<file path="src/hw/rtl/oets_pkg.sv">
// ============================================================================
// oets_pkg
// Shared types and constants for the odd-even transposition sorter.
// ============================================================================
`default_nettype none

package oets_pkg;

  // Default number of elements that one batch can hold.
  localparam int unsigned MAX_ELEMENTS_DEF = 64;

  // Default depth of the queue between the front end and the sort engine.
  localparam int unsigned QUEUE_DEPTH_DEF = 4;

  // Width of one data element.
  localparam int unsigned DATA_W = 32;

  // One classified beat as handed from the front end to the sort engine.
  typedef struct packed {
    logic signed [DATA_W-1:0] value;
    logic                     is_last;
    logic                     keep;
  } oets_entry_t;

  // Sort engine states, one-hot.
  typedef enum logic [2:0] {
    ST_LOAD = 3'b001,
    ST_SORT = 3'b010,
    ST_EMIT = 3'b100
  } oets_state_t;

endpackage

`default_nettype wire

</file>
<file path="src/hw/rtl/oets_front.sv">
// ============================================================================
// oets_front
// Accepts input beats, tracks how many elements the current batch holds and
// marks each beat as kept or dropped before it enters the queue.
// ============================================================================
`default_nettype none

module oets_front #(
  parameter int unsigned MAX_ELEMENTS = oets_pkg::MAX_ELEMENTS_DEF
) (
  input  wire logic                                 clk,
  input  wire logic                                 rst_n,
  input  wire logic                                 in_valid,
  output      logic                                 in_stall,
  input  wire logic signed [oets_pkg::DATA_W-1:0]   in_value,
  input  wire logic                                 in_is_last,
  input  wire logic                                 q_full,
  output      logic                                 push,
  output      oets_pkg::oets_entry_t                push_entry
);
  import oets_pkg::*;

  localparam int unsigned CW = $clog2(MAX_ELEMENTS + 1);

  logic [CW-1:0] fill_r;
  logic [CW-1:0] fill_nxt;
  logic          keep;

  // The queue alone throttles the input side.
  assign in_stall = q_full;
  assign push     = in_valid && !q_full;
  assign keep     = (fill_r < CW'(MAX_ELEMENTS));

  // Classified beat for the queue.
  always_comb begin
    push_entry.value   = in_value;
    push_entry.is_last = in_is_last;
    push_entry.keep    = keep;
  end

  // Batch fill count as seen from the input side.
  always_comb begin
    fill_nxt = fill_r;
    if (push) begin
      if (in_is_last) begin
        fill_nxt = '0;
      end else if (keep) begin
        fill_nxt = fill_r + CW'(1);
      end
    end
  end

  always_ff @(posedge clk) begin
    if (!rst_n) begin
      fill_r <= '0;
    end else begin
      fill_r <= fill_nxt;
    end
  end

endmodule

`default_nettype wire

</file>
<file path="config.mk">
export PLATFORM = sky130hd
export DESIGN_NAME = oets_front
export DESIGN_NICKNAME = d
export VERILOG_FILES = /design/src/hw/rtl/oets_pkg.sv /design/src/hw/rtl/oets_front.sv
export SDC_FILE = /design/constraint.sdc
export NUM_CORES = 1
export LEC_CHECK = 0
export ABC_CLOCK_PERIOD_IN_PS = 1300
export BUFFER_PORTS_ARGS = -buffer_cell sky130_fd_sc_hd__buf_2
export CORE_MARGIN = 4
export CORE_UTILIZATION = 30
export CTS_BUF_LIST = sky130_fd_sc_hd__clkbuf_4 sky130_fd_sc_hd__clkbuf_8 sky130_fd_sc_hd__clkbuf_16
export DETAILED_ROUTE_END_ITERATION = 8
export PLACE_DENSITY = 0.84
export RECOVER_POWER = 25
export SYNTH_ARGS = -nofsm -noshare
export SYNTH_HDL_FRONTEND = slang
export SYNTH_SLANG_ARGS = --single-unit
export TNS_END_PERCENT = 10
</file>
<file path="constraint.sdc">
create_clock -name clk -period 1.3 [get_ports clk]
set_clock_uncertainty 0.1 [all_clocks]
set_input_delay 0.065 -clock clk [delete_from_list [all_inputs] [get_ports clk]]
set_output_delay 0.065 -clock clk [all_outputs]
set_load 0.005 [all_outputs]
</file>
Word level (Yosys, flattened, before mapping)

Cells that the tools add are included.

Register bits after elaboration: 7
Input port bits: 37
Output and inout port bits: 36
Logic and storage cells: 9

Add/subtract/negate cells: 1
$lt $le $gt $ge: 1
Muxes and demuxes: 2
Reductions and logical operators: 4

Operator list:

| kind                  | count |
|---|---|
| $mux W7               | 2 |
| $add A7 B1 Y7 const B | 1 |
| $lt A7 B7 Y1 const B  | 1 |
| $reduce_and A2 Y1     | 1 |
| $reduce_bool A2 Y1    | 1 |
| $logic_and A1 B1 Y1   | 1 |
| $logic_not A1 Y1      | 1 |

Depth between registers and ports, before layout

Gate-level depths: netlist of the first run.

Depth in word-level cells: 3
Mapped depth: 5
Mapped depth without buffers: 4

Worst setup path after synthesis of the first run

Ideal clock, no wire load.

Kind: flip-flop to flip-flop
From: reg fill_r[0]
To: reg fill_r[2]
Setup time: 0.070 ns
Data arrival time: 1.156 ns
Data required time: 1.130 ns
Path slack: -0.026 ns
Cell stages (with the launch flop): 5
Path buffers: 0
Clock period less this slack: 1.326 ns
Cells stage by stage: dfxtp_1 ha_1 inv_1 or4_1 a21oi_1

Word-level cells in the longest chain between the ends: 3
Elaborated cells on any way between the ends: 6
Those cells by class: add/sub (1); order compare (1); mux (2); reduce/logical (2)

RTL lines:

| item                                          | line                               | text |
|---|---|---|
| start, declared                               | oets_front.sv:25                   | `logic [CW-1:0] fill_r;` |
| start signal, assigned                        | oets_front.sv:57                   | `fill_r <= fill_nxt;` |
| $add A7 B1 Y7 or $lt A7 B7 Y1 (tied branches) | oets_front.sv:48, oets_front.sv:32 |  |
| $mux W7 or $reduce_bool A2 Y1 (tied branches) | --                                 |  |
| $mux W7 or $reduce_and A2 Y1 (tied branches)  | --                                 |  |

Parallel ways exist; a longest one is shown, timed or not. The select of a mux whose other input is x is not followed.
A chain may end at the register's enable or synchronous reset.

Final worst setup path of the first run

From: reg fill_r[1]
To: reg fill_r[2]

Same word-level chain as after synthesis.

==> impl_results.md, run 1 <==
* Final-report hold violation count at 0
* Detailed Place HPWL at ~860 µm
* Fin area at 553.0 µm²
* Crit-path cells: ha_4 -> inv_2 -> or4_4 -> a21oi_2
* Worst Setup Start Kind: flop
* Hold path cells at 0
* Top FF cell, synth: dfxtp_1
* Initial Util at 0.3267
* Largest net degree at the start of global routing at 10
* Routed Wire Length at 1189 µm
* N_diodes at 0
* Most frequent cells in the layout: buf_2, dfxtp_1, nand3b_1, clkbuf_4
* Final Cycle Share at 0.9907
* Chip height at 54.93 µm
* FP Rows at 16
* Max reg flops at 7
* Synth area leaders: buf_4, dfxtp_1, mux2i_1
* Setup violations, final at 0
* Clk pin slew, worst setup/hold paths at 0.05 ns
* CP Class: reg2reg
* Data required time of the worst path at 1.39 ns
* Total power at 488.9 µW
* # IOs at 73
* Routability cong. at ~0.81
* Max_cap viols at 0
* Leakage power at 0.0001992 µW
* Most flop-heavy register: fill_r
* Pre-antenna DRT Iters at 4
* RSZ-0062 raised after global routing: yes
* Max H-tree Level at 1
* Crit-path max cell delay at 0.47 ns
* Distinct cells, synth at 24
* CTS tree: yes
* Mapped Area at roughly 660 µm²
* Worst Path Max Fanout at 3
* CTS sink cnt at 7
* Clock Latency Late Sink at 0.25 ns
* Setup TNS Final at 0 ns
* Core area at between 2000 and 2500 µm²
* Critical path arrival at roughly 1.4 ns
* Post-DRT Antenna Nets at 0
* Async S/R FF share, synth at 0
* Post-Syn Area per Cell at slightly above 8 µm²
* Post-synth EDFFs at 0
* Crit. End Element: flop
* Minimum clock period at roughly 1.3 ns
* Area after DPL at approximately 480 µm²
* Critical path's slowest cell: or4_4
* Drt initial violations at 4
* Port bufs at 8
* Post-synthesis instance total at 80
* Worst-margin pin slew at approximately 0.33 ns
* Syn-to-layout area delta at -16.29%
* Mapped Nets at about 120
* Grt total ovfl at 0
* Die area at 3017 µm²
* Clk Tree Root Cell: clkbuf_4
* Post-synthesis register bit count at 7
* Longest Clk Path Bufs at 2
* Register area share after synthesis at 0.2121
* Nets@finish at a little under 100
* R2r worst-path depth at 4
* Rel. slew slack at 0.7786
* Yosys top cell area share at 0.3977
* Commonest non-fill, non-tap cell in the layout: buf_2
* Total GRT Usage at 0.08487
* Number of buffers created by CTS at 3
* Largest area contributor in the netlist: buf_4
* Final core utilization at 0.2735
* Final count of pins violating max slew at 0
* Worst min path class: in2out
* Power Density at 884.0 nW/µm²
* Layout cells sized above 1 at 0.4828
* Drt drc at 0
* Worst vdd ir at 0.0004621 V
* Routed vias/inst at 5.024
* Global-route wire length before repair at 1718 µm
* Yosys Warn Count at 0
* Status: complete, no violations
* Vias at about 430
* Initial antenna violation count at 0
* FMAX at 0.7764 GHz
* Wire per inst at around 14 µm
* Die W at around 55 µm
* Top Registers: fill_r: 7 flops
* Vias in the first global route at about 380
metrics by stage:
step,hold slack (ns),setup WS (ns),instances
3_3_place_gp,0.03003,0.0008552,80
2_1_floorplan,0.1108,0.006698,80
6_report,0.03000,0.01205,85
4_1_cts,0.02845,-0.02907,85
3_5_place_dp,0.03003,-0.06475,80
5_1_grt,0.02466,-0.03172,85
power by group:
group	total, µW	switching [µW]	internal (µW)	leakage [µW]
Sequential	216	2.25	214	0.0000580
Clock	225	86.7	138	0.0000184
Combinational	48.0	26.2	21.8	0.000123
Total	489	115	374	0.000199
what timing repair did:
action                     CTS  global route
gates resized for setup      2             8
setup endpoints to repair    2             6
pin swaps                    3             4
buffers inserted             1             0
hold buffers                 0             0
cell families (layout without fill, tap and decap cells):
family          count (synthesis)  count (layout)  share of synthesized area
flops                           7               7                     0.2121
mux                             3               3                    0.04546
compound gates                  7               7                    0.07007
fa+ha+maj                       1               1                    0.01894
buf+inv                        42              20                     0.4488
simple gates                   20              20                     0.2045
worst paths after layout:
path	startpoint	end	slack, ns
worst max-delay path	fill_r[1]	fill_r[2]	0.01
worst min-delay path	in_value[10]	push_entry[12]	0.03
worst max register to register	fill_r[1]	fill_r[2]	0.01
worst min register to register	fill_r[4]	fill_r[4]	0.38
per-layer routing:
metal  vias to the layer above  routed length (µm)  global-route usage
met5                         -                   0                   0
met4                         0                  45             0.06073
met3                         8                 178             0.06166
met2                        27                 548              0.1280
met1                       204                 416             0.07967
li1                        188                   -                   -
cell usage after synthesis, types with 2 or more instances:
cell,number
nand3_1,3
or4_1,2
nor4_1,2
o21ai_0,2
nand3b_1,4
a21boi_1,2
mux2i_1,3
inv_1,4
dfxtp_1,7
nand2_1,3
buf_4,35
area by class of cell:
type | count | area (µm²)
clock buffer | 4 | 30.03
sequential | 7 | 147.6
fill | 216 | 1469
multi-input combinational | 31 | 260.3
tap | 27 | 33.78
inverter | 5 | 18.77
timing repair buffer | 11 | 62.56
critical path: cells and delay by family, from the launching register on:
kind / cells / cell delay (ns)
AND/OR/NAND/NOR: 1 / 0.47
flip-flops: 1 / 0.36
adder cells (fa/ha/maj): 1 / 0.14
AO/OA/AOI/OAI: 1 / 0.12
buffers and inverters: 1 / 0.04
(Power assumes the default switching activity.)
==> run 2, diff against run 1 <==
--- a/config.mk
+++ b/config.mk
@@ -5,13 +5,13 @@
 export SDC_FILE = /design/constraint.sdc
 export NUM_CORES = 1
 export LEC_CHECK = 0
-export ABC_CLOCK_PERIOD_IN_PS = 1300
+export ABC_CLOCK_PERIOD_IN_PS = 1500
 export BUFFER_PORTS_ARGS = -buffer_cell sky130_fd_sc_hd__buf_2
 export CORE_MARGIN = 4
-export CORE_UTILIZATION = 30
+export CORE_UTILIZATION = 36
 export CTS_BUF_LIST = sky130_fd_sc_hd__clkbuf_4 sky130_fd_sc_hd__clkbuf_8 sky130_fd_sc_hd__clkbuf_16
 export DETAILED_ROUTE_END_ITERATION = 8
-export PLACE_DENSITY = 0.84
+export PLACE_DENSITY = 0.93
 export RECOVER_POWER = 25
 export SYNTH_ARGS = -nofsm -noshare
 export SYNTH_HDL_FRONTEND = slang
==> constraint.sdc (replaced) <==
create_clock -name clk -period 1.5 [get_ports clk]
set_clock_uncertainty 0.1 [all_clocks]
set_input_delay 0.075 -clock clk [delete_from_list [all_inputs] [get_ports clk]]
set_output_delay 0.075 -clock clk [all_outputs]
set_load 0.005 [all_outputs]
==> run 2 against run 1 <==
First-iteration DRC count up 75%; total power down 15%; register-to-register slack better by 0.07 ns.
==> impl_results.md, run 2 (same netlist as run 1, synthesis figures left out) <==
* Syn-to-layout area delta at -25.38%
* Total GRT Usage at 0.08471
* N_diodes at 0
* Clk pin slew, worst setup/hold paths at 0.06 ns
* Final-report hold violation count at 0
* Final count of pins violating max slew at 0
* Number of buffers created by CTS at 3
* Hold_buf cts at 0
* Worst vdd ir at approximately 0.00054 V
* FP Rows at 15
* Top routing layer in use: met4
* Global-route wire length before repair at around 1600 µm
* Post-DRT Antenna Nets at 0
* Port bufs at 8
* Worst Setup Start Kind: flop
* Worst-margin pin slew at approximately 0.43 ns
* Longest Clk Path Bufs at 2
* Setup violations, final at 0
* Worst Path Max Fanout at 4
* Clock Latency Late Sink at ~0.26 ns
* FMAX at between 0.7 and 0.8 GHz
* Chip height at ~50 µm
* Worst min path class: in2reg
* Power Density at roughly 850 nW/µm²
* Fill cells at approximately 200
* Vias in the first global route at about 370
* Pre-antenna DRT Iters at 4
* Nets@finish at 94
* CTS sink cnt at 7
* RSZ-0062 raised after global routing: no
* Top Registers: fill_r: 7 flops
* Grt total ovfl at 0
* Vias at around 380
* Routed vias/inst at 4.788
* Total power at around 420 µW
* Crit. End Element: flop
* Max_cap viols at 0
* Data required time of the worst path at 1.59 ns
* Met1 Wirelength at between 300 and 400 µm
* R2r worst-path depth at 4
* Routability cong. at 0.7354
* Detailed Place HPWL at roughly 720 µm
* Clk Tree Root Cell: clkbuf_4
* Reg-to-reg slack, setup at just under 0.08 ns
* Rel. slew slack at 0.7118
* CTS tree: yes
* Wire per inst at 11.65 µm
* Final Cycle Share at 0.9478
* Met3 WL post-DR at around 130 µm
* CP Class: reg2reg
* Min-Delay Endpoint: fill_r[0]
* Leakage power at around 0.00018 µW
* Commonest non-fill, non-tap cell in the layout: buf_2
* Met2 Routed Length at 429 µm
* Hold Path Origin: in_is_last
* Drt drc at 0
* Max H-tree Level at 1
* Largest net degree at the start of global routing at 10
* Die area at ~2600 µm²
* Die W at approximately 50 µm
* Status: complete, no violations
* Layout cells sized above 1 at 0.3455
* Critical path arrival at 1.52 ns
* Initial Util at 0.3826
* # IOs at 73
* Most frequent cells in the layout: buf_2, dfxtp_1, inv_1, nand3b_1, clkbuf_4
* Hold path cells at 3
* Routed Wire Length at around 930 µm
* Minimum clock period at about 1.4 ns
* Initial antenna violation count at 0
* R2r endpoint: fill_r[2]
* Most flop-heavy register: fill_r
* Core area at 1727 µm²
* Worst reg2reg startpoint: fill_r[0]
* Max reg flops at 7
* Setup TNS Final at 0 ns
* Drt initial violations at 7
## run 2: layer usage
metal	vias to the layer above	track usage
met2	19	0.1239
met4	0	0.04933
met1	176	0.08378
met3	4	0.06706
li1	184	-
met5	-	0
## run 2: per-stage QoR
stage,cells,hold WS (ns),area (µm²),worst slack [ns],util
4_1_cts,80,0.04502,484.2,0.04953,0.2804
6_report,80,0.03420,493.0,0.07823,0.2855
5_1_grt,80,0.04485,493.0,0.002157,0.2855
2_1_floorplan,80,0.1308,660.6,0.1738,-
3_3_place_gp,76,0.05003,454.2,0.1508,0.2630
3_5_place_dp,76,0.05003,454.2,0.08682,0.2630
## run 2: timing repair
item	CTS	global route
endpoints found under the hold margin	0	0
setup buffers	0	0
resized for setup	0	4
endpoints found under the setup margin	0	1
## run 2: worst max-delay path by stage
stage | startpoint | to | slack, ns
after floorplan | fill_r[0] | fill_r[2] | 0.17
after global placement | fill_r[0] | fill_r[2] | 0.15
after detailed placement | fill_r[0] | fill_r[2] | 0.09
after CTS | fill_r[0] | fill_r[2] | 0.05
after global routing | fill_r[0] | fill_r[2] | 0.002
final | fill_r[0] | fill_r[2] | 0.08
## run 2: layout make-up
type | instances | area (µm²) | area share
sequential | 7 | 142.6 | 0.2893
multi-input combinational | 31 | 230.2 | 0.4670
clock buffer | 4 | 30.03 | 0.06091
timing repair buffer | 8 | 40.04 | 0.08122
inverter | 5 | 18.77 | 0.03807
tap | 25 | 31.28 | 0.06345
## run 2: worst max-delay path, cell delays in order (launching register included)
cell and delay, ns:
dfxtp_2 0.34, ha_2 0.18, inv_1 0.06, or4_1 0.53, a21oi_2 0.15
## run 2: power by group
| part | switching, µW | internal [µW] |
|---|---|---|
| clock network | 74.7 | 120 |
| registers | 1.27 | 188 |
| logic | 19.3 | 14.7 |
==> run 3, diff against run 2 <==
--- a/config.mk
+++ b/config.mk
@@ -5,6 +5,7 @@
 export SDC_FILE = /design/constraint.sdc
 export NUM_CORES = 1
 export LEC_CHECK = 0
+export ABC_AREA = 1
 export ABC_CLOCK_PERIOD_IN_PS = 1500
 export BUFFER_PORTS_ARGS = -buffer_cell sky130_fd_sc_hd__buf_2
 export CORE_MARGIN = 4
==> run 3 against run 2 <==
Final cell count is 20% higher; non-clock buffer count up 1; cell area rose by 3.8%; core utilization increased by 0.77 points; first-iteration DRC count increased by 71%; largest cell class unchanged; clock power down 2%; critical path depth up 3; synthesized cell count rose by 16%; sequential power about the same; largest power group is now registers; register-to-register slack improved by 0.17 ns; combinational power increased by 19%; critical path type unchanged.
==> impl_results.md, run 3 <==
* RSZ-0062 raised after global routing: no
* Data required time of the worst path at 1.59 ns
* Rel. slew slack at 0.8846
* Most flop-heavy register: fill_r
* Cell mode on critical path: nor2_1
* Leakage power at 0.0002213 µW
* Top Registers: fill_r: 7 flops
* Routed Wire Length at roughly 1000 µm
* Post-synth EDFFs at 0
* Yosys top cell area share at 0.3962
* Routed vias/inst at 4.531
* Worst vdd ir at 0.0004763 V
* Critical path arrival at between 1 and 1.5 ns
* Final count of pins violating max slew at 0
* Initial antenna violation count at 0
* Final core utilization at 0.2932
* Largest net degree at the start of global routing at 6
* Fin area at about 510 µm²
* Setup violations, final at 0
* FP Rows at 15
* Count leader, synth: buf_4
* Total GRT Usage at 0.08587
* # resized after CTS at 0
* Met1 Use GR at 0.06690
* GRT met2 Usage at 0.1588
* Clk Tree Root Cell: clkbuf_4
* Core area at roughly 1700 µm²
* Post-Synth XOR/XNOR Area at 0
* Final Cycle Share at 0.8376
* Post CTS Setup Buffer Count at 0
* Clock Latency Late Sink at roughly 0.25 ns
* Crit-path max cell delay at about 0.37 ns
* Mapped Nets at roughly 130
* Nets@finish at between 100 and 150
* Setup TNS Final at 0 ns
* N_diodes at 0
* Post-DRT Antenna Nets at 0
* Worst Path Max Fanout at 4
* Most frequent cells in the layout: inv_1, nand2_1, nor2_1
* Largest area contributor in the netlist: buf_4
* M3 GR Usage at 0.03790
* Global-route wire length before repair at approximately 1700 µm
* Minimum clock period at between 1 and 1.5 ns
* CTS sink cnt at 7
* Final-report hold violation count at 0
* Global routing's busiest layer: met2
* Die W at 50.92 µm
* Detailed Place HPWL at 792 µm
* Wire per inst at approximately 10 µm
* Number of buffers created by CTS at 3
* Mux contribution to synthesized area at 0
* Longest Clk Path Bufs at 2
* Critical path's slowest cell: dfxtp_1
* Max_cap viols at 0
* Mapped Area at 663.1 µm²
* Inst Count DP at just over 90
* Crit-path cells: ha_1 -> inv_1 -> nor2_1 -> nand2_1 -> nor2_1 -> o21ai_0 -> nor2_1
* Max H-tree Level at 1
* Post-Syn Area per Cell at 7.130 µm²
* Clk pin slew, worst setup/hold paths at ~0.050 ns
* Hold_buf cts at 1
* Power Density at just over 800 nW/µm²
* Port bufs at 8
* Max reg flops at 7
* Post-synthesis register bit count at 7
* Worst Setup Start Kind: flop
* Routability cong. at 0.8777
* Die area at roughly 2600 µm²
* Synth Area in Compound Gates at 0.06226
* Register area share after synthesis at 0.2113
* Layout cells sized above 1 at 0.2535
* FMAX at 0.7959 GHz
* Worst min path class: in2out
* # IOs at 73
* Grt total ovfl at 0
* Simple-gate share of the synthesized area at 0.2491
* Vias at about 440
* Post-synth top cells: buf_4, inv_1, nand2_1
* Drt drc at 0
* Adder-Cell Fraction of Synth Area at 0.01887
* Async S/R FF share, synth at 0
* Delay-heaviest family, CP: simple AND/OR/NAND/NOR gates
* Post-Layout Cell Count at between 90 and 100
* Drt initial violations at 12
* Area after DPL at about 470 µm²
* Crit path buffers/inverters at 1
* Pre-antenna DRT Iters at 4
* Total power at approximately 420 µW
* Worst-margin pin slew at about 0.17 ns
* Distinct cells, synth at 19
* Status: complete, no violations
* Post-synthesis instance total at between 90 and 100
* Synth area leaders: buf_4, dfxtp_1, inv_1
* Syn-to-layout area delta at -22.83%
* Crit. End Element: flop
* Yosys Warn Count at 0
* Chip height at between 50 and 60 µm
* CTS tree: yes
* CP Class: reg2reg
* Initial Util at 0.3799
* Largest family of logic cells by synthesized area: buffers and inverters
* Vias in the first global route at approximately 430
* Top FF cell, synth: dfxtp_1
-- run 3: cell families (layout without fill, tap and decap cells) --
kind of cell	after synthesis	count (layout)
and+or+nand+nor	32	32
DFF	7	7
buffers and inverters	46	24
AOI/OAI and AO/OA	7	7
adders and majority gates	1	1
-- run 3: power breakdown --
part	total (µW)	internal, µW	switching, µW
sequential	191	188	2.27
clock	191	120	71.0
combinational	40.3	16.0	24.3
total	422	324	97.5
-- run 3: worst paths after layout --
check	depth (start not counted)	endpoint	slack, ns	startpoint
hold / removal	0	push_entry[27]	0.05	in_value[25]
setup / recovery	7	fill_r[4]	0.24	fill_r[0]
setup reg to reg	7	fill_r[4]	0.24	fill_r[0]
hold reg to reg	2	fill_r[6]	0.40	fill_r[6]
-- run 3: layout make-up --
class,count,area [µm²]
repair buffers,9,50.05
well taps,25,31.28
inverters,11,41.29
clock buffers,4,30.03
flip-flops and latches,7,140.1
multi-input cells,40,219.0
fillers,183,1234
-- run 3: through the flow --
| stage | hold slack [ns] | worst slack, ns |
|---|---|---|
| 6_report | 0.05000 | 0.2435 |
| 3_5_place_dp | 0.05003 | 0.2533 |
| 2_1_floorplan | 0.08037 | 0.4049 |
| 5_1_grt | 0.05001 | 0.1098 |
| 4_1_cts | 0.05003 | 0.2405 |
| 3_3_place_gp | 0.05003 | 0.3615 |
-- run 3: worst register-to-register path, delay by kind of cell, from the launching register on --
kind / cells / cell delay (ns)
and+or+nand+nor: 4 / 0.41
DFF: 1 / 0.37
adders and majority gates: 1 / 0.17
AOI/OAI and AO/OA: 1 / 0.08
buffers and inverters: 1 / 0.06
-- run 3: layer usage --
layer  up-vias  routed length, µm  share of wire
li1        206                  -              -
met1       203                348           0.35
met2        22                532           0.53
met3         4                 93          0.093
met4         0                 21          0.021
met5         -                  0              0
