$ cat src/hw/rtl/oets_pkg.sv
// ============================================================================
// oets_pkg
// Shared types and constants for the odd-even transposition sorter.
// ============================================================================
`default_nettype none

package oets_pkg;

  // Default number of elements that one batch can hold.
  localparam int unsigned MAX_ELEMENTS_DEF = 64;

  // Default depth of the queue between the front end and the sort engine.
  localparam int unsigned QUEUE_DEPTH_DEF = 4;

  // Width of one data element.
  localparam int unsigned DATA_W = 32;

  // One classified beat as handed from the front end to the sort engine.
  typedef struct packed {
    logic signed [DATA_W-1:0] value;
    logic                     is_last;
    logic                     keep;
  } oets_entry_t;

  // Sort engine states, one-hot.
  typedef enum logic [2:0] {
    ST_LOAD = 3'b001,
    ST_SORT = 3'b010,
    ST_EMIT = 3'b100
  } oets_state_t;

endpackage

`default_nettype wire

$ cat src/hw/rtl/oets_queue.sv
// ============================================================================
// oets_queue
// Small register FIFO that decouples the front end from the sort engine.
// ============================================================================
`default_nettype none

module oets_queue #(
  parameter int unsigned DEPTH = oets_pkg::QUEUE_DEPTH_DEF
) (
  input  wire logic                   clk,
  input  wire logic                   rst_n,
  input  wire logic                   push,
  input  wire oets_pkg::oets_entry_t  push_entry,
  output      logic                   full,
  input  wire logic                   pop,
  output      oets_pkg::oets_entry_t  pop_entry,
  output      logic                   empty
);
  import oets_pkg::*;

  localparam int unsigned PW = (DEPTH > 1) ? $clog2(DEPTH) : 1;
  localparam int unsigned NW = $clog2(DEPTH + 1);

  oets_entry_t   slot_r [DEPTH];
  logic [PW-1:0] wr_ptr_r;
  logic [PW-1:0] wr_ptr_nxt;
  logic [PW-1:0] rd_ptr_r;
  logic [PW-1:0] rd_ptr_nxt;
  logic [NW-1:0] used_r;
  logic [NW-1:0] used_nxt;
  logic          do_push;
  logic          do_pop;

  assign full      = (used_r == NW'(DEPTH));
  assign empty     = (used_r == '0);
  assign do_push   = push && !full;
  assign do_pop    = pop && !empty;
  assign pop_entry = slot_r[rd_ptr_r];

  // Pointer and occupancy update with explicit wrap.
  always_comb begin
    wr_ptr_nxt = wr_ptr_r;
    rd_ptr_nxt = rd_ptr_r;
    used_nxt   = used_r;
    if (do_push) begin
      wr_ptr_nxt = (wr_ptr_r == PW'(DEPTH - 1)) ? '0 : wr_ptr_r + PW'(1);
    end
    if (do_pop) begin
      rd_ptr_nxt = (rd_ptr_r == PW'(DEPTH - 1)) ? '0 : rd_ptr_r + PW'(1);
    end
    if (do_push && !do_pop) begin
      used_nxt = used_r + NW'(1);
    end else if (do_pop && !do_push) begin
      used_nxt = used_r - NW'(1);
    end
  end

  always_ff @(posedge clk) begin
    if (!rst_n) begin
      wr_ptr_r <= '0;
      rd_ptr_r <= '0;
      used_r   <= '0;
    end else begin
      wr_ptr_r <= wr_ptr_nxt;
      rd_ptr_r <= rd_ptr_nxt;
      used_r   <= used_nxt;
    end
  end

  // Storage slots carry no reset.
  always_ff @(posedge clk) begin
    if (do_push) begin
      slot_r[wr_ptr_r] <= push_entry;
    end
  end

endmodule

`default_nettype wire

$ cat config.mk
export PLATFORM = sky130hd
export DESIGN_NAME = oets_queue
export DESIGN_NICKNAME = d
export VERILOG_FILES = /design/src/hw/rtl/oets_pkg.sv /design/src/hw/rtl/oets_queue.sv
export SDC_FILE = /design/constraint.sdc
export NUM_CORES = 1
export LEC_CHECK = 0
export ABC_CLOCK_PERIOD_IN_PS = 3960
export BUFFER_PORTS_ARGS = -buffer_cell sky130_fd_sc_hd__buf_2
export CAP_MARGIN = 20
export CORE_UTILIZATION = 45
export DETAILED_ROUTE_END_ITERATION = 10
export GPL_ROUTABILITY_DRIVEN = 0
export GPL_TIMING_DRIVEN = 1
export MAX_ROUTING_LAYER = met4
export SKIP_LAST_GASP = 1
export SYNTH_ARGS = -nofsm -noshare
export SYNTH_HDL_FRONTEND = slang
export SYNTH_SLANG_ARGS = --single-unit
$ cat constraint.sdc
create_clock -name clk -period 3.96 [get_ports clk]
set_input_delay 0.99 -clock clk [delete_from_list [all_inputs] [get_ports clk]]
set_output_delay 0.99 -clock clk [all_outputs]
set_load 0.02 [all_outputs]
# Yosys cells after proc, flatten, opt, wreduce, memory -nomap -nowiden

Memories as Yosys holds them, arrays and structs flattened. A register that Yosys moved wholly into a read port is not among the register bits.
Cells that the tools add are included.

$add $sub $neg: 4
Equal/unequal tests: 3
Mux-type cells: 8
Reduce and logical (&&, ||, !) cells: 10

Operators with widths:

| kind                | number |
|---|---|
| $mux 2              | 4 |
| $mux 3              | 2 |
| $add 2x1->2 const B | 2 |
| $eq 2x2->1 const B  | 2 |
| $logic_and 1x1->1   | 4 |
| $logic_not 1->1     | 4 |
| $add 3x1->3 const B | 1 |
| $eq 3x3->1 const B  | 1 |
| $logic_not 3->1     | 1 |
| $sub 3x1->3 const B | 1 |
| $mux 1              | 2 |
| $reduce_bool 2->1   | 1 |

Register bits: 7
Bits in writable memories: 136
Output and inout port bits: 36
Memories: 1

Memories:

| memory | depth | bits a word | read ports | clocked after Yosys merged registers in | wr ports | RTL line         | text |
|---|---|---|---|---|---|---|---|
| slot_r | 4     | 34          | 1          | 1                                       | 1        | oets_queue.sv:24 | `oets_entry_t slot_r [DEPTH];` |

# Longest topological paths before layout

Gate-level depths: netlist (run 1).

Depth after elaboration: 7
Mapped depth: 9

# Worst setup path after synthesis (run 1)

No wires, ideal clock.

Path kind: input -> register
Start: input push
End: register used_r[2]
Arrival time: 2433 ps
Data required time: 3884 ps
Setup slack: 1451 ps
Stages on the path: 8
Path through: nor2b_1 buf_2 ha_1 inv_1 fa_1 xor2_1 or3_1 a21boi_0

Longest elaborated chain between the ends: 4
Elaborated cells on any way between the ends: 6
Those cells by class: 1 x mux; 5 x reduce/logical

Ends and longest elaborated chain:

| item                               | RTL line         | text |
|---|---|---|
| start, declared                    | oets_queue.sv:12 | `input wire logic push,` |
| $logic_and 1x1->1 *                | oets_queue.sv:36 | `assign do_push = push && !full;` |
| net do_push                        | oets_queue.sv:31 | `logic do_push;` |
| $logic_not 1->1                    | oets_queue.sv:53 | `end else if (do_pop && !do_push) begin` |
| $logic_and 1x1->1                  | oets_queue.sv:53 |  |
| $reduce_bool 2->1 (no source line) | -                |  |
| end signal, assigned               | oets_queue.sv:66 | `used_r <= used_nxt;` |
| end, declared                      | oets_queue.sv:29 | `logic [NW-1:0] used_r;` |

Mark *: on every way through the listed nets, which the timed path passes. The rest lies on a longest branch.
A chain may end at the register's enable or synchronous reset.

==> results of run 1 <==
final timing paths:
path	startpoint	to	slack, ns	depth (start not counted)
worst max-delay path	flop	pop_entry[23]	0.79	3
worst min-delay path	wr_ptr_r[1]	wr_ptr_r[1]	0.51	2
worst max register to register	used_r[0]	used_r[2]	1.62	8
worst min register to register	wr_ptr_r[1]	wr_ptr_r[1]	0.51	2
worst register-to-register path, stage by stage, from the launching register on:
cell      delay [ns]
dfxtp_1         0.46
nor3b_2         0.08
nor2b_1         0.41
ha_1            0.27
inv_1           0.06
fa_1            0.37
xor2_1          0.18
or3_1           0.30
a21boi_0        0.15
final cells by class:
type	count	area, um^2	area share
clock buffer	18	429.2	0.06555
timing repair buffer	79	422.9	0.06459
sequential	145	4267	0.6516
inverter	3	11.26	0.001720
multi-input combinational	71	1066	0.1628
clock inverter	14	170.2	0.02599
tap	143	178.9	0.02733
antenna	1	2.502	0.0003822
state kept, by name (all words and copies together), names as in the netlist, named ones only:
signal and flops:
rd_ptr_r 2, used_r 3, wr_ptr_r 2, slot_r 136
cell usage after synthesis (all sizes together):
cell type  count
edfxtp       136
mux4          34
dfxtp          9
buf            8
ha             6
nand2          6
and2           5
inv            3
mux2i          3
o21ai          3
clkbuf         2
nand3          2
nor2           2
nor2b          2
a21boi         1
fa             1
nor3           1
nor3b          1
o31ai          1
or3            1
xnor2          1
xor2           1
stage by stage:
| step | util | total power, uW |
|---|---|---|
| 6_report | 0.5638 | 4553 |
| 5_1_grt | 0.5638 | 4744 |
| 4_1_cts | 0.5636 | 4621 |
| 3_5_place_dp | 0.5120 | 3015 |
| 3_3_place_gp | 0.5120 | 3001 |
| 2_1_floorplan | - | 2731 |
power by group through the flow:
stage	clock, uW	combinational, uW	sequential (uW)
2_1_floorplan	0	788	1940
3_5_place_dp	0	986	2030
4_1_cts	1630	988	2000
6_report	1600	962	1990
5_1_grt	1690	1030	2020
3_3_place_gp	0	978	2020
metal layers:
metal,global-route usage,vias to the layer above,part of all wire
met3,0.06260,9,0.070
li1,-,1135,-
met2,0.2472,80,0.51
met1,0.1934,1239,0.41
met4,0.06757,0,0.010
met5,-,-,0
cell families after synthesis:
logic type      after synthesis  share of synthesized area
compound gates                5                   0.005525
flops                       145                     0.7845
buf+inv                      13                    0.02026
simple gates                 20                    0.01980
mux                          37                     0.1492
xor+xnor                      2                   0.003223
fa+ha+maj                     7                    0.01750
==> impl_metrics.env, run 1 <==
export IMPL_violations="design-rule violations"
export IMPL_end_kind="output pin"
export IMPL_port_buffers=73
export IMPL_yosysTopAreaCellShare=0.7514
export IMPL_vias=2463
export IMPL_syn_cell_area_um2=5435
export IMPL_status="finished with violations"
export IMPL_fin_cells=474
export IMPL_post_route_period_util=0.8014
export IMPL_tns_ns=0
export IMPL_cap_violations=0
export IMPL_layout_min_cycle_time_ns=3.174
export IMPL_layout_commonest_cell="edfxtp_1"
export IMPL_sw_frac_of_total=0.2643
export IMPL_clock_tree_root_cell="clkbuf_16"
export IMPL_seq_power_share=0.437
export IMPL_cts_made_buffers=17
export IMPL_cp_slowest_stage_delay_ns=0.75
export IMPL_worst_path_buf_inv=2
export IMPL_overflow=0
export IMPL_hpwl_um=5557
export IMPL_initial_core_util=0.4680
export IMPL_place_ws_ns=1.036
export IMPL_cts_tree="done"
export IMPL_final_layout_size_suffix_gt1_frac=0.4364
export IMPL_cts_htree_levels=4
export IMPL_pwr_share_comb=0.211
export IMPL_nets=362
export IMPL_cellLeakagePower_uw=0.002278
export IMPL_hold_viol=0
export IMPL_grt_total_usage=0.1621
export IMPL_drcViolationCount=4
export IMPL_routed_wirelength_um=8952
export IMPL_antenna_left=0
export IMPL_path_max_fanout=18
export IMPL_dp_cells=441
export IMPL_setup_worst_path_start_class="flop"
export IMPL_setup_violations=0
export IMPL_design_area_um2=6548
export IMPL_cts_hold_buf=0
export IMPL_worst_slew_pin_slew_ns=0.9104
export IMPL_synth_area_leaders="edfxtp_1 (75%), mux4_2 (12%), dfxtp_1 (3.3%), mux4_1 (1.9%), ha_1 (1.4%)"
export IMPL_die_h_um=111.9
export IMPL_synth_nets=274
export IMPL_yosysUniqueCellTypes=25
export IMPL_final_cell_mix="edfxtp_1 (136), buf_2 (73), mux4_2 (30)"
export IMPL_seq_area_frac_synth=0.7845
export IMPL_drt_first_pass_iters=7
export IMPL_clockBufferDepth=2
export IMPL_fin_ws_ns=0.7863
export IMPL_yosys_warnings=0
export IMPL_worstPathRequired_ns=2.97
export IMPL_dpl_cell_area_um2=5946
export IMPL_ios=74
export IMPL_clkPwrFrac=0.352
export IMPL_synthCells=229
export IMPL_ys_ff_latch=145
export IMPL_std_cell_rows=39
export IMPL_synth_area_per_cell_um2=23.73
export IMPL_cp_slowest_cell="dfxtp_2"
export IMPL_fillers=901
export IMPL_max_vdd_ir_drop_uv=272.3
export IMPL_cts_sinks=145
export IMPL_hold_path_class="flop to flop"
export IMPL_p_per_area_nw_per_um2=695.4
export IMPL_clk_latency_ns=0.41
export IMPL_viasPerCell=5.196
export IMPL_grt_pass1_wl_um=13920
export IMPL_synth_largest_area_cell="edfxtp_1"
export IMPL_worst_path_dominant_cell_family="flip-flops"
export IMPL_p_switching_uw=1204
export IMPL_drt_iter0_drc=140
export IMPL_syn_to_final_growth_pct=20.47
export IMPL_crit_type="flop to output pin"
export IMPL_fp_dieW_um=111.9
export IMPL_grt_max_degree=35
export IMPL_timing_hold_ws_ns=0.5053
export IMPL_timing_fmax_mhz=315.1
export IMPL_slew_violations=0
export IMPL_dieArea_um2=12520
export IMPL_internal_power_uw=3350
export IMPL_cts_clk_slew_worst_paths_ns=0.05
export IMPL_arrival_ns=2.18
export IMPL_wire_per_inst_um=18.89
export IMPL_rsz0062_at_grt="no"
export IMPL_coreArea_um2=11610
export IMPL_cts_setup_buffers=0
export IMPL_cts_resized=0
export IMPL_grt_pass1_vias=2585
export IMPL_slew_headroom=0.3931
export IMPL_finClkSkew_ns=0.008845
export IMPL_crit_chain="buf_12 -> mux4_1 -> buf_2"
export IMPL_antenna_found_initial=1
Note: power is estimated with default switching activity, not from simulation.
==> run 2: changes to the inputs <==
Settings changed: ABC_CLOCK_PERIOD_IN_PS 3960 to 3030.
Clock period 3.96 ns to 3.03 ns, I/O delays scaled along.
==> impl_metrics.env, run 2 (synthesis gave the netlist of run 1 again) <==
export IMPL_status="finished with violations"
export IMPL_violations="design-rule violations"
export IMPL_cts_hold_buf=0
export IMPL_drt_iter0_drc=94
export IMPL_grt_pass1_vias=2557
export IMPL_port_buffers=73
export IMPL_slew_headroom=0.6398
export IMPL_initial_core_util=0.4680
export IMPL_worstHoldStart="wr_ptr_r[1]"
export IMPL_final_layout_size_suffix_gt1_frac=0.4187
export IMPL_cts_tree="done"
export IMPL_cts_setup_buffers=0
export IMPL_crit_type="flop to output pin"
export IMPL_crit_chain="buf_12 -> mux4_1 -> buf_2"
export IMPL_internal_power_uw=4152
export IMPL_setup_worst_path_start_class="flop"
export IMPL_timing_hold_ws_ns=0.5058
export IMPL_dieArea_um2=12520
export IMPL_timing_rr_end="used_r[2]"
export IMPL_clock_tree_root_cell="clkbuf_16"
export IMPL_grt_total_usage=0.1624
export IMPL_syn_to_final_growth_pct=20.14
export IMPL_seq_power_share=0.451
export IMPL_design_area_um2=6530
export IMPL_post_route_period_util=0.8961
export IMPL_arrival_ns=1.96
export IMPL_drt_first_pass_iters=7
export IMPL_worst_slew_pin_slew_ns=0.5403
export IMPL_largest_register_ffs=136
export IMPL_r2r_setup_slack_ns=0.75
export IMPL_p_switching_uw=1531
export IMPL_grt_max_degree=35
export IMPL_cellLeakagePower_uw=0.002249
export IMPL_cts_sinks=145
export IMPL_path_max_fanout=14
export IMPL_slew_violations=0
export IMPL_tns_ns=0
export IMPL_ios=74
export IMPL_cp_slowest_cell="dfxtp_2"
export IMPL_sw_frac_of_total=0.2694
export IMPL_dpl_cell_area_um2=6023
export IMPL_fin_ws_ns=0.3148
export IMPL_reg2reg_from="used_r[0]"
export IMPL_vias=2472
export IMPL_drcViolationCount=4
export IMPL_cap_violations=0
export IMPL_max_vdd_ir_drop_uv=492.3
export IMPL_cts_clk_slew_worst_paths_ns=0.05
export IMPL_end_kind="output pin"
export IMPL_pwr_share_comb=0.236
export IMPL_utilization=0.5623
export IMPL_clkPwrFrac=0.313
export IMPL_cp_slowest_stage_delay_ns=0.58
export IMPL_holdPathEnd="wr_ptr_r[1]"
export IMPL_clockBufferDepth=2
export IMPL_regMostFlops="slot_r"
export IMPL_coreArea_um2=11610
export IMPL_timing_fmax_mhz=368.3
export IMPL_antenna_left=0
export IMPL_layout_min_cycle_time_ns=2.715
export IMPL_clk_latency_ns=0.41
export IMPL_p_per_area_nw_per_um2=870.3
export IMPL_hold_path_class="flop to flop"
export IMPL_viasPerCell=5.193
export IMPL_rr_worst_depth=7
export IMPL_routed_wirelength_um=8849
export IMPL_overflow=0
export IMPL_die_h_um=111.9
export IMPL_whs_path_depth=2
export IMPL_fp_dieW_um=111.9
export IMPL_std_cell_rows=39
export IMPL_final_cell_mix="edfxtp_1 (136), buf_2 (73), mux4_2 (30)"
export IMPL_worstPathRequired_ns=2.27
export IMPL_hold_viol=0
export IMPL_place_ws_ns=0.6026
export IMPL_nets=364
export IMPL_rsz0062_at_grt="no"
export IMPL_grt_pass1_wl_um=13870
export IMPL_cts_resized=0
export IMPL_finClkSkew_ns=0.007804
export IMPL_wire_per_inst_um=18.59
export IMPL_layout_commonest_cell="edfxtp_1"
export IMPL_cts_made_buffers=17
export IMPL_cts_htree_levels=4
export IMPL_setup_violations=0
export IMPL_antenna_found_initial=1
export IMPL_reg_top3="slot_r: 136 flops, used_r: 3 flops"
==> run 2: changes by cell type in the layout (fill, tap and decap cells not counted), moves of 3 or more <==
| cell | delta |
|---|---|
| clkbuf_1 | +10 |
| buf_12 | +5 |
| bufinv_16 | -4 |
| clkinv_2 | -4 |
| buf_4 | -3 |
| clkinv_1 | -3 |
==> run 2: layer usage <==
layer,part of all wire,global-route usage
met1,0.43,0.1846
met2,0.51,0.2576
met5,0,-
met4,0.017,0.07568
met3,0.048,0.05825
==> run 2: cell type report <==
type | instances | area, um^2
fill | 906 | 5084
sequential | 145 | 4267
multi-input combinational | 71 | 1066
timing repair buffer | 81 | 500.5
clock buffer | 30 | 494.2
tap | 143 | 178.9
inverter | 3 | 11.26
clock inverter | 2 | 10.01
antenna | 1 | 2.502
==> run 2: how the worst max path moves through the flow <==
stage | from | endpoint | cells after the start
finish | flop | pop_entry[13] | 3
global route | flop | pop_entry[13] | 3
CTS | flop | pop_entry[13] | 3
detailed placement | push | used_r[2] | 9
global placement | push | used_r[2] | 9
floorplan | push | used_r[2] | 8
==> run 2: worst max-delay path: cells and delay by family, from the launching register on <==
kind | cells | cell delay (ns)
flip-flops | 1 | 0.58
buffers and inverters | 2 | 0.41
multiplexers | 1 | 0.55
==> run 2: power groups by stage <==
stage               Sequential [uW]  Combinational, uW  Clock (uW)
floorplan                      2540               1030           0
global placement               2600               1370           0
detailed placement             2610               1370           0
CTS                            2570               1380        1820
global route                   2590               1440        1910
finish                         2560               1340        1780
==> run 2: stage by stage <==
| stage | std cells | power [uW] |
|---|---|---|
| 2_1_floorplan | 229 | 3570 |
| 3_3_place_gp | 443 | 3968 |
| 3_5_place_dp | 443 | 3984 |
| 4_1_cts | 475 | 5773 |
| 5_1_grt | 476 | 5934 |
| 6_report | 476 | 5683 |
==> run 3: changes to the inputs <==
Settings changed: CTS_BUF_LIST set to sky130_fd_sc_hd__clkbuf_16, SLEW_MARGIN set to 40.
==> impl_metrics.env, run 3 (synthesis gave the netlist of run 1 again) <==
export IMPL_worst_slew_pin_slew_ns=0.5374
export IMPL_setup_violations=0
export IMPL_viasPerCell=5.206
export IMPL_coreArea_um2=11610
export IMPL_clockBufferDepth=2
export IMPL_wire_per_inst_um=18.56
export IMPL_tns_ns=0
export IMPL_sw_frac_of_total=0.2736
export IMPL_cts_resized=0
export IMPL_worstPathRequired_ns=2.27
export IMPL_antenna_found_initial=1
export IMPL_hold_path_class="flop to flop"
export IMPL_reg_top3="slot_r: 136 flops, used_r: 3 flops"
export IMPL_clk_latency_ns=0.41
export IMPL_drt_iter0_drc=89
export IMPL_cts_clk_slew_worst_paths_ns=0.05
export IMPL_slew_violations=0
export IMPL_initial_core_util=0.4680
export IMPL_post_route_period_util=0.8959
export IMPL_reg2reg_from="used_r[0]"
export IMPL_cts_tree="done"
export IMPL_grt_pass1_wl_um=13850
export IMPL_internal_power_uw=4063
export IMPL_timing_rr_end="used_r[2]"
export IMPL_std_cell_rows=39
export IMPL_overflow=0
export IMPL_cts_htree_levels=4
export IMPL_final_cell_mix="edfxtp_1 (136), buf_2 (73), mux4_2 (30)"
export IMPL_largest_register_ffs=136
export IMPL_drt_first_pass_iters=7
export IMPL_layout_commonest_cell="edfxtp_1"
export IMPL_final_layout_size_suffix_gt1_frac=0.4127
export IMPL_cts_sinks=145
export IMPL_grt_pass1_vias=2555
export IMPL_crit_type="flop to output pin"
export IMPL_p_switching_uw=1530
export IMPL_ios=74
export IMPL_setup_worst_path_start_class="flop"
export IMPL_utilization=0.5605
export IMPL_status="finished with violations"
export IMPL_finClkSkew_ns=0.006749
export IMPL_rsz0062_at_grt="no"
export IMPL_path_max_fanout=14
export IMPL_dieArea_um2=12520
export IMPL_cellLeakagePower_uw=0.002283
export IMPL_syn_to_final_growth_pct=19.77
export IMPL_die_h_um=111.9
export IMPL_arrival_ns=1.96
export IMPL_port_buffers=73
export IMPL_clock_tree_root_cell="clkbuf_16"
export IMPL_nets=364
export IMPL_rr_worst_depth=7
export IMPL_regMostFlops="slot_r"
export IMPL_end_kind="output pin"
export IMPL_cts_setup_buffers=0
export IMPL_antenna_left=0
export IMPL_vias=2478
export IMPL_hold_viol=0
export IMPL_grt_max_degree=35
export IMPL_seq_power_share=0.459
export IMPL_clkPwrFrac=0.302
export IMPL_pwr_share_comb=0.239
export IMPL_r2r_setup_slack_ns=0.75
export IMPL_violations="design-rule violations"
export IMPL_max_vdd_ir_drop_uv=490.6
export IMPL_drcViolationCount=4
export IMPL_p_per_area_nw_per_um2=859.2
export IMPL_cts_hold_buf=0
export IMPL_cts_made_buffers=17
export IMPL_cap_violations=0
export IMPL_cp_endpoint="pop_entry[13]"
export IMPL_grt_total_usage=0.1622
export IMPL_slew_headroom=0.6417
export IMPL_layout_min_cycle_time_ns=2.715
export IMPL_timing_fmax_mhz=368.4
export IMPL_fp_dieW_um=111.9
export IMPL_routed_wirelength_um=8836
==> run 3: power by group through the flow <==
stage	logic, uW	registers [uW]	clock network, uW
after floorplan	1030	2540	0
after global placement	1370	2600	0
after detailed placement	1370	2610	0
after CTS	1380	2570	1740
after global routing	1440	2590	1820
final	1340	2570	1690
==> run 3: worst min-delay path by stage <==
stage,start,to,slack [ns],depth (start not counted)
floorplan,wr_ptr_r[1],wr_ptr_r[1],0.47,2
global placement,wr_ptr_r[1],wr_ptr_r[1],0.49,2
detailed placement,wr_ptr_r[1],wr_ptr_r[1],0.51,2
CTS,wr_ptr_r[1],wr_ptr_r[1],0.52,2
global route,push_entry[21],slot_r[1][21],0.55,1
finish,wr_ptr_r[1],wr_ptr_r[1],0.51,2
==> run 3: metrics by stage <==
step / instances / setup WS [ns] / hold WS [ns] / total power (uW) / instance area (um^2)
3_3_place_gp: 443 / 0.6451 / 0.4860 / 3968 / 6023
4_1_cts: 475 / 0.2442 / 0.5186 / 5686 / 6507
3_5_place_dp: 443 / 0.6026 / 0.5118 / 3984 / 6023
2_1_floorplan: 229 / 0.7538 / 0.4677 / 3570 / 5435
6_report: 476 / 0.3153 / 0.5058 / 5593 / 6510
5_1_grt: 476 / 0.1945 / 0.5469 / 5844 / 6510
==> run 3: layout make-up <==
type | instances | area, um^2
antenna | 1 | 2.502
clock buffer | 17 | 425.4
clock inverter | 15 | 58.81
fill | 907 | 5104
inverter | 3 | 11.26
multi-input combinational | 71 | 1066
sequential | 145 | 4267
tap | 143 | 178.9
timing repair buffer | 81 | 500.5
==> run 3: worst max-delay path: stages (launching register included) <==
cell and delay [ns]:
dfxtp_2 0.58, buf_12 0.23, mux4_1 0.55, buf_2 0.18
==> run 3: metal layers <==
layer | global-route usage | part of all wire
met3 | 0.05825 | 0.046
met1 | 0.1838 | 0.43
met2 | 0.2576 | 0.51
met4 | 0.07568 | 0.017
met5 | - | 0
